`src/ucps_pkg.sv`:
```
// Shared types, codes and tables of the serial-commanded position servo.
`default_nettype none
package ucps_pkg;

  localparam logic [7:0]  START_BYTE  = 8'd255;
  localparam logic [7:0]  CMD_SPEED   = 8'd3;
  localparam logic [7:0]  CMD_TARGET  = 8'd4;
  localparam logic [7:0]  ESC_LO      = 8'd1;
  localparam logic [7:0]  ESC_HI      = 8'd2;
  localparam logic [7:0]  ESC_BOTH    = 8'd3;
  localparam logic [7:0]  FORCED_BYTE = 8'd255;

  localparam logic [6:0]  PERCENT_MAX = 7'd100;
  localparam logic [15:0] FULL_DUTY   = 16'd65535;

  localparam logic [6:0]  LIMIT_RESET  = 7'd50;
  localparam logic [15:0] TARGET_RESET = 16'd10;

  localparam logic [7:0]  GAIN_RESET   = 8'd7;
  localparam logic [15:0] PERIOD_RESET = 16'd15000;
  localparam logic [15:0] SCALE_RESET  = 16'd13457;
  localparam logic [15:0] DBAND_RESET  = 16'd32768;

  localparam int CFG_AW = 2;
  localparam int CFG_DW = 16;
  localparam logic [CFG_AW-1:0] REG_GAIN   = 2'd0;
  localparam logic [CFG_AW-1:0] REG_PERIOD = 2'd1;
  localparam logic [CFG_AW-1:0] REG_SCALE  = 2'd2;
  localparam logic [CFG_AW-1:0] REG_DBAND  = 2'd3;

  localparam logic [1:0] DIR_OFF = 2'd0;
  localparam logic [1:0] DIR_FWD = 2'd1;
  localparam logic [1:0] DIR_REV = 2'd2;

  localparam int IN_DATA_W  = 40;
  localparam int OUT_DATA_W = 32;

  // reciprocal of the percent scale, exact for products below 2^30
  localparam longint unsigned PCT_RECIP = ((64'd1 << 32) / 64'(PERCENT_MAX)) + 64'd1;

  typedef logic [15:0] duty_tbl_t [128];

  function automatic duty_tbl_t build_duty();
    duty_tbl_t t;
    for (int i = 0; i < 128; i++) begin
      t[i] = 16'((64'(i) * 64'(FULL_DUTY) * PCT_RECIP) >> 32);
    end
    return t;
  endfunction

  localparam duty_tbl_t DUTY_TABLE = build_duty();

  typedef struct packed {
    logic mul;
    logic acc;
    logic err;
    logic mag;
    logic gain;
    logic drive;
    logic pwm;
    logic load;
  } cmd_t;

  typedef struct packed {
    logic out_full;
  } sts_t;

endpackage
`default_nettype wire

```
`src/ucps_frame.sv`:
```
// Serial frame parser holding the speed limit and target position.
`default_nettype none
module ucps_frame
  import ucps_pkg::*;
(
  input  wire logic       clk,
  input  wire logic       rst_n,
  input  wire logic       byte_vld,
  input  wire logic [7:0] rx_byte,
  output logic [6:0]      speed_limit,
  output logic [15:0]     target
);

  typedef enum logic [2:0] {FP_WAIT, FP_CMD, FP_HI, FP_LO, FP_ESC} fpos_t;

  fpos_t       state_r;
  logic [7:0]  cmd_r, hi_r, lo_r;
  logic [6:0]  limit_r;
  logic [15:0] tgt_r;
  logic [7:0]  hi_f, lo_f;
  logic [15:0] word;

  always_comb begin
    hi_f = hi_r;
    lo_f = lo_r;
    case (rx_byte)
      ESC_LO:   lo_f = FORCED_BYTE;
      ESC_HI:   hi_f = FORCED_BYTE;
      ESC_BOTH: begin
        lo_f = FORCED_BYTE;
        hi_f = FORCED_BYTE;
      end
      default: ;
    endcase
    word = {hi_f, lo_f};
  end

  always_ff @(posedge clk) begin
    if (!rst_n) begin
      state_r <= FP_WAIT;
      cmd_r   <= '0;
      hi_r    <= '0;
      lo_r    <= '0;
      limit_r <= LIMIT_RESET;
      tgt_r   <= TARGET_RESET;
    end else if (byte_vld) begin
      if (state_r == FP_WAIT) begin
        if (rx_byte == START_BYTE) state_r <= FP_CMD;
      end else if (rx_byte == START_BYTE) begin
        state_r <= FP_WAIT;
      end else begin
        case (state_r)
          FP_CMD: begin
            cmd_r   <= rx_byte;
            state_r <= FP_HI;
          end
          FP_HI: begin
            hi_r    <= rx_byte;
            state_r <= FP_LO;
          end
          FP_LO: begin
            lo_r    <= rx_byte;
            state_r <= FP_ESC;
          end
          default: begin
            if (cmd_r == CMD_SPEED) begin
              limit_r <= (word > 16'(PERCENT_MAX)) ? PERCENT_MAX : word[6:0];
            end else if (cmd_r == CMD_TARGET) begin
              tgt_r <= word;
            end
            state_r <= FP_WAIT;
          end
        endcase
      end
    end
  end

  assign speed_limit = limit_r;
  assign target      = tgt_r;

endmodule
`default_nettype wire

```
`src/ucps_ctrl.sv`:
```
// Tick sequencer stepping the datapath through one control update.
`default_nettype none
module ucps_ctrl
  import ucps_pkg::*;
(
  input  wire logic clk,
  input  wire logic rst_n,
  input  wire logic in_tvalid,
  input  wire logic in_kind,
  input  wire sts_t sts,
  output logic      in_tready,
  output cmd_t      cmd
);

  typedef enum logic [3:0] {
    S_IDLE, S_ACC, S_ERR, S_MAG, S_GAIN, S_DRIVE, S_PWM, S_DIV
  } state_t;

  state_t state_r, state_nxt;
  logic   in_tready_r;

  always_comb begin
    state_nxt = state_r;
    case (state_r)
      S_IDLE:  if (in_tvalid && in_kind) state_nxt = S_ACC;
      S_ACC:   state_nxt = S_ERR;
      S_ERR:   state_nxt = S_MAG;
      S_MAG:   state_nxt = S_GAIN;
      S_GAIN:  state_nxt = S_DRIVE;
      S_DRIVE: state_nxt = S_PWM;
      S_PWM:   state_nxt = S_DIV;
      S_DIV:   if (!sts.out_full) state_nxt = S_IDLE;
      default: state_nxt = S_IDLE;
    endcase
  end

  always_ff @(posedge clk) begin
    if (!rst_n) begin
      state_r     <= S_IDLE;
      in_tready_r <= 1'b1;
    end else begin
      state_r     <= state_nxt;
      in_tready_r <= (state_nxt == S_IDLE);
    end
  end

  always_comb begin
    cmd       = '0;
    cmd.mul   = (state_r == S_IDLE) && in_tvalid && in_tready_r && in_kind;
    cmd.acc   = (state_r == S_ACC);
    cmd.err   = (state_r == S_ERR);
    cmd.mag   = (state_r == S_MAG);
    cmd.gain  = (state_r == S_GAIN);
    cmd.drive = (state_r == S_DRIVE);
    cmd.pwm   = (state_r == S_PWM);
    cmd.load  = (state_r == S_DIV) && !sts.out_full;
  end

  assign in_tready = in_tready_r;

endmodule
`default_nettype wire

```
`src/ucps_dp.sv`:
```
// Position accumulator, proportional drive and PWM compare datapath.
`default_nettype none
module ucps_dp
  import ucps_pkg::*;
#(
  parameter int F = 16,
  parameter int W = 48
) (
  input  wire logic                  clk,
  input  wire logic                  rst_n,
  input  wire cmd_t                  cmd,
  output sts_t                       sts,
  input  wire logic [15:0]           up_count,
  input  wire logic [15:0]           down_count,
  input  wire logic [6:0]            speed_limit,
  input  wire logic [15:0]           target,
  input  wire logic                  cfg_we,
  input  wire logic [CFG_AW-1:0]     cfg_addr,
  input  wire logic [CFG_DW-1:0]     cfg_wdata,
  output logic                       out_tvalid,
  input  wire logic                  out_tready,
  output logic [OUT_DATA_W-1:0]      out_tdata
);

  localparam int XW = 16 + F;
  localparam int PW = F + 18;
  localparam int EW = (PW > W) ? PW : W;
  localparam int DW = ((W > XW) ? W : XW) + 2;
  localparam int GW = F + 15;

  logic [7:0]  gain_r;
  logic [15:0] period_r, scale_r, dband_r;

  logic signed [PW-1:0] prod_r;
  logic [W-1:0]         pos_r;
  logic signed [DW-1:0] err_r;
  logic [DW-1:0]        mag_r;
  logic                 pos_dir_r;
  logic [GW-1:0]        gprod_r;
  logic                 big_r;
  logic [1:0]           dir_r;
  logic [6:0]           drive_r;
  logic [31:0]          pprod_r;
  logic                 duty_nz_r;
  logic                 out_valid_r;
  logic [OUT_DATA_W-1:0] out_data_r;

  logic [XW-1:0]        scale_x, dband_x;
  logic [F-1:0]         step, dband;
  logic signed [16:0]   diff;
  logic signed [F:0]    step_s;
  logic signed [EW-1:0] prod_ext;
  logic [DW-1:0]        tgt_ext;
  logic signed [DW-1:0] pos_ext;
  logic [14:0]          raw;
  logic [15:0]          duty;
  logic [15:0]          q0, quot;
  logic [16:0]          rem;

  always_ff @(posedge clk) begin
    if (!rst_n) begin
      gain_r   <= GAIN_RESET;
      period_r <= PERIOD_RESET;
      scale_r  <= SCALE_RESET;
      dband_r  <= DBAND_RESET;
    end else if (cfg_we) begin
      case (cfg_addr)
        REG_GAIN:   gain_r   <= cfg_wdata[7:0];
        REG_PERIOD: period_r <= cfg_wdata;
        REG_SCALE:  scale_r  <= cfg_wdata;
        REG_DBAND:  dband_r  <= cfg_wdata;
        default: ;
      endcase
    end
  end

  always_comb begin
    scale_x  = XW'(scale_r) << F;
    dband_x  = XW'(dband_r) << F;
    step     = scale_x[XW-1:16];
    dband    = dband_x[XW-1:16];
    diff     = $signed({1'b0, up_count}) - $signed({1'b0, down_count});
    step_s   = $signed({1'b0, step});
    prod_ext = EW'(prod_r);
    tgt_ext  = DW'({target, {F{1'b0}}});
    pos_ext  = DW'($signed(pos_r));
    if (gain_r == 8'd0) begin
      raw = '0;
    end else if (big_r) begin
      raw = 15'd128;
    end else begin
      raw = gprod_r[GW-1:F];
    end
    duty = DUTY_TABLE[drive_r];
    q0   = pprod_r[31:16];
    rem  = {1'b0, pprod_r[15:0]} + {1'b0, q0};
    quot = q0 + 16'(rem >= {1'b0, FULL_DUTY});
  end

  always_ff @(posedge clk) begin
    if (!rst_n) begin
      pos_r <= '0;
    end else if (cmd.acc) begin
      pos_r <= pos_r + prod_ext[W-1:0];
    end
  end

  always_ff @(posedge clk) begin
    if (cmd.mul) prod_r <= PW'(diff) * PW'(step_s);
    if (cmd.err) err_r <= $signed(tgt_ext) - pos_ext;
    if (cmd.mag) begin
      mag_r     <= err_r[DW-1] ? DW'(-err_r) : DW'(err_r);
      pos_dir_r <= ~err_r[DW-1];
    end
    if (cmd.gain) begin
      gprod_r <= GW'(mag_r[F+6:0]) * GW'(gain_r);
      big_r   <= (mag_r >> (F + 7)) != '0;
      if ((mag_r > DW'(dband)) && (mag_r != '0)) begin
        dir_r <= pos_dir_r ? DIR_FWD : DIR_REV;
      end else begin
        dir_r <= DIR_OFF;
      end
    end
    if (cmd.drive) drive_r <= (raw > 15'(speed_limit)) ? speed_limit : raw[6:0];
    if (cmd.pwm) begin
      pprod_r   <= 32'(period_r) * 32'(FULL_DUTY - duty);
      duty_nz_r <= (duty != 16'd0);
    end
    if (cmd.load) out_data_r <= OUT_DATA_W'({drive_r, dir_r, duty_nz_r, quot});
  end

  always_ff @(posedge clk) begin
    if (!rst_n) begin
      out_valid_r <= 1'b0;
    end else if (cmd.load) begin
      out_valid_r <= 1'b1;
    end else if (out_tready) begin
      out_valid_r <= 1'b0;
    end
  end

  assign sts.out_full = out_valid_r && !out_tready;
  assign out_tvalid   = out_valid_r;
  assign out_tdata    = out_data_r;

endmodule
`default_nettype wire

```
`src/uart_commanded_position_servo_unit.sv`:
```
// Top level of the serial-commanded proportional position servo.
// A serial byte is taken while the sequencer is idle. An accepted tick walks the accumulate,
// error, magnitude, gain, drive, PWM and divide states, then loads the output register once it
// is free and raises out_tvalid; no new tick is taken until idle. The output register lets the
// next item enter while a result waits to be taken. Synchronous active-low reset restores the
// register defaults, frame state, limit 50, target 10 and position zero.
`default_nettype none
module uart_commanded_position_servo_unit
  import ucps_pkg::*;
#(
  parameter int POSITION_FRACTION_BITS = 16,
  parameter int POSITION_WIDTH         = 48
) (
  input  wire logic                  clk,
  input  wire logic                  rst_n,
  input  wire logic                  in_tvalid,
  output logic                       in_tready,
  input  wire logic [IN_DATA_W-1:0]  in_tdata,   // rx_byte, up_count, down_count
  input  wire logic                  in_tuser,   // kind
  output logic                       out_tvalid,
  input  wire logic                  out_tready,
  output logic [OUT_DATA_W-1:0]      out_tdata,  // compare_value, timer_run, direction,
                                                 // drive_percent, zero fill
  input  wire logic                  cfg_we,
  input  wire logic [CFG_AW-1:0]     cfg_addr,
  input  wire logic [CFG_DW-1:0]     cfg_wdata
);

  cmd_t        cmd;
  sts_t        sts;
  logic [6:0]  speed_limit;
  logic [15:0] target;
  logic        byte_vld;

  assign byte_vld = in_tvalid && in_tready && !in_tuser;

  ucps_frame u_frame (
    .clk         (clk),
    .rst_n       (rst_n),
    .byte_vld    (byte_vld),
    .rx_byte     (in_tdata[7:0]),
    .speed_limit (speed_limit),
    .target      (target)
  );

  ucps_ctrl u_ctrl (
    .clk       (clk),
    .rst_n     (rst_n),
    .in_tvalid (in_tvalid),
    .in_kind   (in_tuser),
    .sts       (sts),
    .in_tready (in_tready),
    .cmd       (cmd)
  );

  ucps_dp #(
    .F (POSITION_FRACTION_BITS),
    .W (POSITION_WIDTH)
  ) u_dp (
    .clk         (clk),
    .rst_n       (rst_n),
    .cmd         (cmd),
    .sts         (sts),
    .up_count    (in_tdata[23:8]),
    .down_count  (in_tdata[39:24]),
    .speed_limit (speed_limit),
    .target      (target),
    .cfg_we      (cfg_we),
    .cfg_addr    (cfg_addr),
    .cfg_wdata   (cfg_wdata),
    .out_tvalid  (out_tvalid),
    .out_tready  (out_tready),
    .out_tdata   (out_tdata)
  );

endmodule
`default_nettype wire

```
`config.mk`:
```
export PLATFORM = sky130hd
export DESIGN_NAME = uart_commanded_position_servo_unit
export DESIGN_NICKNAME = d
export VERILOG_FILES = /design/src/ucps_pkg.sv /design/src/ucps_frame.sv /design/src/ucps_ctrl.sv /design/src/ucps_dp.sv /design/src/uart_commanded_position_servo_unit.sv
export SDC_FILE = /design/constraint.sdc
export NUM_CORES = 2
export LEC_CHECK = 0
export ABC_AREA = 1
export BUFFER_PORTS_ARGS = -buffer_cell sky130_fd_sc_hd__buf_2
export CORE_MARGIN = 4
export CORE_UTILIZATION = 40
export DETAILED_ROUTE_END_ITERATION = 7
export GPL_TIMING_DRIVEN = 0
export PLACE_DENSITY_LB_ADDON = 0.08
export SLEW_MARGIN = 20
export SYNTH_ARGS = -nofsm -noshare
export SYNTH_HDL_FRONTEND = slang
export SYNTH_HIERARCHICAL = 1
export SYNTH_SLANG_ARGS = --single-unit
```
`constraint.sdc`:
```
create_clock -name clk -period 7.2 [get_ports clk]
set_clock_uncertainty 0.05 [all_clocks]
set_input_delay 0.36 -clock clk [delete_from_list [all_inputs] [get_ports clk]]
set_output_delay 0.36 -clock clk [all_outputs]
set_load 0.01 [all_outputs]
```
# ---- Word level (Yosys, flattened, before mapping)
# Memories as Yosys holds them, arrays and structs flattened.
# Cells that the tools add are included.
dict set report classes {
  addsub 7
  n_mul 3
  order_cmp 5
  n_eq_ne 20
  mux 19
  bitwise 6
  n_reduce_logical 34
}
# op count
set op_table {}
lappend op_table {{50-bit nonzero test} 2}
lappend op_table {{50-bit by 16-bit > comparator with 1-bit output} 1}
lappend op_table {{50-bit negation} 1}
lappend op_table {{49-bit 2-to-1 mux} 1}
lappend op_table {{33-bit by 48-bit subtractor with 49-bit output} 1}
lappend op_table {{48-bit adder} 1}
lappend op_table {{17-bit by 17-bit multiplier with 34-bit output} 1}
lappend op_table {{16-bit by 32-bit multiplier with 32-bit output} 1}
lappend op_table {{16-bit 2-to-1 mux} 2}
lappend op_table {{4-bit case mux with 8 select lines} 1}
lappend op_table {{23-bit by 8-bit multiplier with 31-bit output} 1}
lappend op_table {{15-bit 2-to-1 mux} 2}
lappend op_table {{8-bit by 2-bit equality test with 1-bit output (second input constant)} 3}
lappend op_table {{16-bit by 16-bit adder with 17-bit output} 1}
lappend op_table {{17-bit by 16-bit greater-or-equal comparator with 1-bit output (second input constant)} 1}
lappend op_table {{16-bit by 16-bit subtractor with 17-bit output} 1}
lappend op_table {{16-bit by 16-bit subtractor with 17-bit output (first input constant)} 1}
lappend op_table {{16-bit by 1-bit adder with 16-bit output} 1}
lappend op_table {{4-bit by 3-bit equality test with 1-bit output (second input constant)} 4}
lappend op_table {{16-bit by 7-bit > comparator with 1-bit output (second input constant)} 1}
lappend op_table {{8-bit 2-to-1 mux} 2}
lappend op_table {{16-bit nonzero test} 1}
lappend op_table {{15-bit by 7-bit > comparator with 1-bit output} 1}
lappend op_table {{7-bit 2-to-1 mux} 2}
lappend op_table {{31 further kinds} 60}
dict set report word_totals {
  reg_bits 395
  mem_bits_ro 2048
  out_inout_bits 34
  n_memories 1
}
# name words word_bits rd rd_ports_with_merged_regs write_ports line_no
set memory_table {}
lappend memory_table {{(name not given)} 128 16 1 0 0 ucps_dp.sv:94} ;# duty = DUTY_TABLE[drive_r];

# ---- Longest topological paths before layout
dict set report logic_depth {
  ltp_word 6
  ltp_mapped 37
  ltp_nobuf 37
}

# ---- Hierarchy
# Netlist, hierarchy kept.
# module n_inst cells_each area_per_inst_um2 seq_area_each_um2
set by_module_without_submodules {}
lappend by_module_without_submodules {ucps_dp 1 6447 48021.1 8648.3}
lappend by_module_without_submodules {ucps_frame 1 284 2112.0 1001.0}
lappend by_module_without_submodules {ucps_ctrl 1 49 294.0 100.1}
lappend by_module_without_submodules {uart_commanded_position_servo_unit 1 2 10.0 0.0}

# ---- Worst setup path after synthesis
# OpenSTA, ideal clock, no wires.
dict set report synth_timing {
  kind {input to register}
  start {input in_tdata[8]}
  end {register u_dp.prod_r[31] (data pin)}
  setup_time_ps 252
  arrival_ps 6751
  setup_slack_ps 147
  cell_stages 30
  n_path_buf 1
  path_cell_list {inv_1 > ha_1 > fa_1 > o21ai_1 > nand2_1 > nand2_1 > nand2_1 > nand2_1 > nand3_1 > nand2_1 > buf_2 > nor2_1 > fa_1 > inv_1 > fa_1 > inv_1 > fa_1 > fa_1 > fa_1 > inv_1 > fa_1 > inv_1 > ha_1 > a21o_1 > a21boi_0 > nor2_1 > nor4_1 > nand2_1 > nand2_1 > nand2_1}
}
dict set report synth_via {
  elab_chain_len 2
}
# element line_no
set synth_lines {}
lappend synth_lines {{start: declaration} uart_commanded_position_servo_unit.sv:18} ;# input wire logic [IN_DATA_W-1:0] in_tdata,
lappend synth_lines {{16-bit by 16-bit subtractor with 17-bit output} ucps_dp.sv:82} ;# diff = $signed({1'b0, up_count}) - $signed({1'b0, down_count});
lappend synth_lines {{17-bit by 17-bit multiplier with 34-bit output} ucps_dp.sv:109} ;# if (cmd.mul) prod_r <= PW'(diff) * PW'(step_s);
lappend synth_lines {{end signal: assignment} ucps_dp.sv:109}
lappend synth_lines {{end: declaration} ucps_dp.sv:34} ;# logic signed [PW-1:0] prod_r;
# Every way passes these cells.
# A chain may end at the register's enable or synchronous reset.

# ---- Final worst setup path
dict set report layout_timing {
  start {register u_dp.drive_r[1]}
  end {register u_dp.pprod_r[25] (data pin)}
}
dict set report layout_via {
  elab_chain_len 6
}
# element line_no
set layout_lines {}
lappend layout_lines {{start: declaration} ucps_dp.sv:42} ;# logic [6:0] drive_r;
lappend layout_lines {{start signal: assignment} ucps_dp.sv:124} ;# if (cmd.drive) drive_r <= (raw > 15'(speed_limit)) ? speed_limit : raw[6:0];
lappend layout_lines {{7-bit inverter with 8-bit output (implied by the code)} ucps_dp.sv:94}
lappend layout_lines {{memory 128 x 16 bit} --}
lappend layout_lines {{16-bit 2-to-1 mux (implied by the code) (2 in a row)} ucps_dp.sv:94}
lappend layout_lines {{16-bit by 16-bit subtractor with 17-bit output} ucps_dp.sv:126} ;# pprod_r <= 32'(period_r) * 32'(FULL_DUTY - duty);
lappend layout_lines {{16-bit by 32-bit multiplier with 32-bit output} ucps_dp.sv:126}
lappend layout_lines {{end signal: assignment} ucps_dp.sv:126}
lappend layout_lines {{end: declaration} ucps_dp.sv:43} ;# logic [31:0] pprod_r;
# Every way passes these cells. The select of a mux whose other input is x is not followed.

==> impl_metrics.toml <==
[status]
result_of_the_run = "complete, no violations"

[timing]
clock.fmax_mhz = 142
rsz0062_at_grt = "true"
worst_pin_slew_ns = 1.14
worst_slew_margin_rel_pct = 23.9
finalHoldViolations = 0
finalSetupViolations = 0
final.period_utilization_pct = 98.0
final_max_slew_viol_count = 0
setup_tns_ns = 0
whs_ns = 0.0596
finalWorstPathRequiredPeriod_ns = 7.06

[worst_setup_path]
r2r_cells = 32
required_ns = 7.52
timing.critical_path.arrival_ns = 7.38
worstReg2RegStart = "u_dp/drive_r[1]"
worstPathMaxFanout = 7
crit_family = "adder cells"
setup.worst_path.start = "u_dp/drive_r[1]"
criticalPathCategory = "flip-flop to flip-flop"
timing.critical_path.slowest_stage_cell = "fa_1"
slowest_delay_ns = 0.57
crit_top_cell = "fa_1"
path_buf_inv = 11
worst_setup_path_end_kind = "flip-flop"
worstReg2RegEnd = "u_dp/pprod_r[25]"
setup.worst_path.start_class = "flip-flop"
reg2reg_slack_ns = 0.14

[yosys]
post_synth_num_cell_types = 66
synth.top_cells.by_count = "1482 x inv_1, 1466 x nand2_1, 739 x nor2_1"
post_synthesis_mean_instance_area_sq_um = 7.44
postSynth.topFlopCell = "edfxtp_1"
yosys_warnings = 6
most_used_standard_cell_by_instance_count_after_synthesis = "inv_1"
synth_enable_flop_cells = 218
netlist.area_leader.share_pct = 23.9
async_flop_share_pct = 0
mappedNetlistArea_sq_um = 50400
seq_area_frac_synth_pct = 19.3
synth.ff_latch_count = 378
synth.largest_area_cell = "fa_1"
netlist_instances = 6782
synthTopCellsByArea = "fa_1 24%, edfxtp_1 13%, inv_1 11%"

[clocking]
tritoncts.num_buffers = 48
cts.path.max_buffers = 3
clk_pin_slew_ns = 0.06
clock_tree_root_buffer_cell = "clkbuf_16"
clock_tree.htree_level_count = 2
tritoncts = "yes"
clock_sinks = 378
worstSkewPairLatency_ns = 0.65

[routing]
via_count = 44338
drt_drc_violations_left = 0
via_per_inst = 5.07
dr.pass1.iters = 6
detailedRoute.firstIterationViolations = 3447
ant_nets = 0
avgRoutedWirePerCell_microns = 19.5
routed_wirelength_microns = 171000

[power]
vdd.ir_drop.worst_mv = 2.99
p_total_mw = 30.4
power.density_cell_area_nw_per_um2 = 533
power.static_leakage_nw = 29.1

[floorplan]
die_height_microns = 363
core-area_sq_um = 125000
die_x_microns = 363
initial_utilization_pct = 40.2
io_pins = 98
row_count = 130
area_of_the_die_sq_um = 132000

[grt]
antenna_found_initial = 16
first_global_vias = 44552
grt_overflow_total = 0
grt_util_all_layers_pct = 25.9
grt_pass1_wl_microns = 264000
grt_max_degree = 38

[place]
number_of_i_o_port_buffers = 91
routabilityCongestion = 0.940
place_hpwl_microns = 143000

[job]
maxCapViolCount = 0

[min_path]
worstHoldPathCells = 3
min_delay_worst_endpoint = "u_dp/dband[14]"
hold_path_startpoint = "cfg_wdata[14]"
timing.hold.worst.class = "input port to flip-flop"

[finish]
post_route_cells_drive_above_1_share_pct = 9.22
finalNetCount = 8102
synthToLayoutAreaGrowth_pct = 12.9
==> how the worst max path moves through the flow <==
stage                            end  slack (ns)  depth (start not counted)
detailed placement  u_dp/pprod_r[25]       -1.80                         30
global route         u_dp/prod_r[26]       -0.13                         22
global placement    u_dp/pprod_r[25]       -1.97                         30
finish              u_dp/pprod_r[25]        0.14                         32
CTS                 u_dp/pprod_r[25]       -0.06                         30
floorplan            u_dp/prod_r[31]        0.15                         30
==> registers in the layout, indices dropped and copies added (netlist names), 26 cells and up <==
register	cells
u_dp/err_r	49
u_dp/mag_r	50
u_dp/out_tdata	26
u_dp/pos_r	48
u_dp/pprod_r	32
u_dp/prod_r	34
==> stage by stage <==
| stage | cell area, sq um | instances | utilization, % | setup slack, ns |
|---|---|---|---|---|
| 6_report | 56900 | 8745 | 45.4 | 0.141 |
| 5_1_grt | 56900 | 8743 | 45.4 | -0.125 |
| 4_1_cts | 55500 | 8676 | 44.3 | -0.0640 |
| 3_5_place_dp | 53100 | 8539 | 42.4 | -1.80 |
| 3_3_place_gp | 53000 | 8529 | 42.2 | -1.97 |
| 2_1_floorplan | 50500 | 6788 | - | 0.147 |
==> what timing repair did <==
action                                 in CTS  in global routing
hold buffers                               17                  0
endpoints found under the hold margin      22                  0
pin swaps                                  25                 99
buffers inserted                           31                 68
gates resized for setup                   110                274
setup endpoints to repair                  34                 38
==> tightest hold or removal path: stages <==
cell	delay [ns]
buf_2	0.16
o21ai_0	0.10
a21oi_1	0.10
==> cells in the final DEF, fill, tap and decap left out, drive strengths merged, types with 3 or more instances in the layout <==
| master | count |
|---|---|
| o211ai | 27 |
| a31o | 3 |
| buf | 269 |
| bufinv | 4 |
| nand2 | 1481 |
| nand3 | 333 |
| nand4 | 75 |
| or2 | 16 |
| inv | 1503 |
| nor4 | 19 |
| a21boi | 9 |
| nor2 | 752 |
| xor2 | 142 |
| nor3 | 74 |
| o21ai | 265 |
| o31ai | 4 |
| o21a | 9 |
| xnor2 | 49 |
| clkinv | 32 |
| edfxtp | 218 |
| clkinvlp | 9 |
| nand3b | 11 |
| and3 | 6 |
| conb | 8 |
| a21o | 25 |
| and2 | 5 |
| o21bai | 30 |
| dlygate4sd3 | 17 |
| ha | 383 |
| a211oi | 3 |
| dfxtp | 160 |
| fa | 602 |
| nor3b | 5 |
| o22ai | 4 |
| a31oi | 9 |
| clkbuf | 163 |
| a21oi | 356 |
==> power by group <==
part | switching (mW) | internal (mW)
clock network | 1.03 | 1.41
registers | 0.107 | 3.38
logic | 15.3 | 9.08
total | 16.5 | 13.9
==> kinds of logic after synthesis <==
logic type,synth area share (%)
compound gates,8.25
xor+xnor,3.35
fa+ha+maj,33.4
buf+inv,12.9
flops,19.3
other cells,0.0149
simple gates,22.8
==> routing by layer <==
| layer | GRT usage [%] | share of wire (%) | vias up |
|---|---|---|---|
| met5 | 0 | 0.037 | - |
| met4 | 7.38 | 3.2 | 10 |
| met3 | 3.50 | 5.6 | 257 |
| met2 | 43.6 | 47 | 1141 |
| met1 | 35.0 | 45 | 21486 |
| li1 | - | - | 21444 |
==> area by class of cell <==
type                    instances  area, sq um
diodes                          2         5.00
plain buffers                 172          895
clock buffers                  60         1270
clock inverters                30          318
fillers                     13058        68500
inverters                    1518         5770
multi-input cells            4718        35300
flip-flops and latches        378         9750
well taps                    1650         2060
repair buffers                217         1560
No activity file was read; power rests on OpenSTA's default activity.
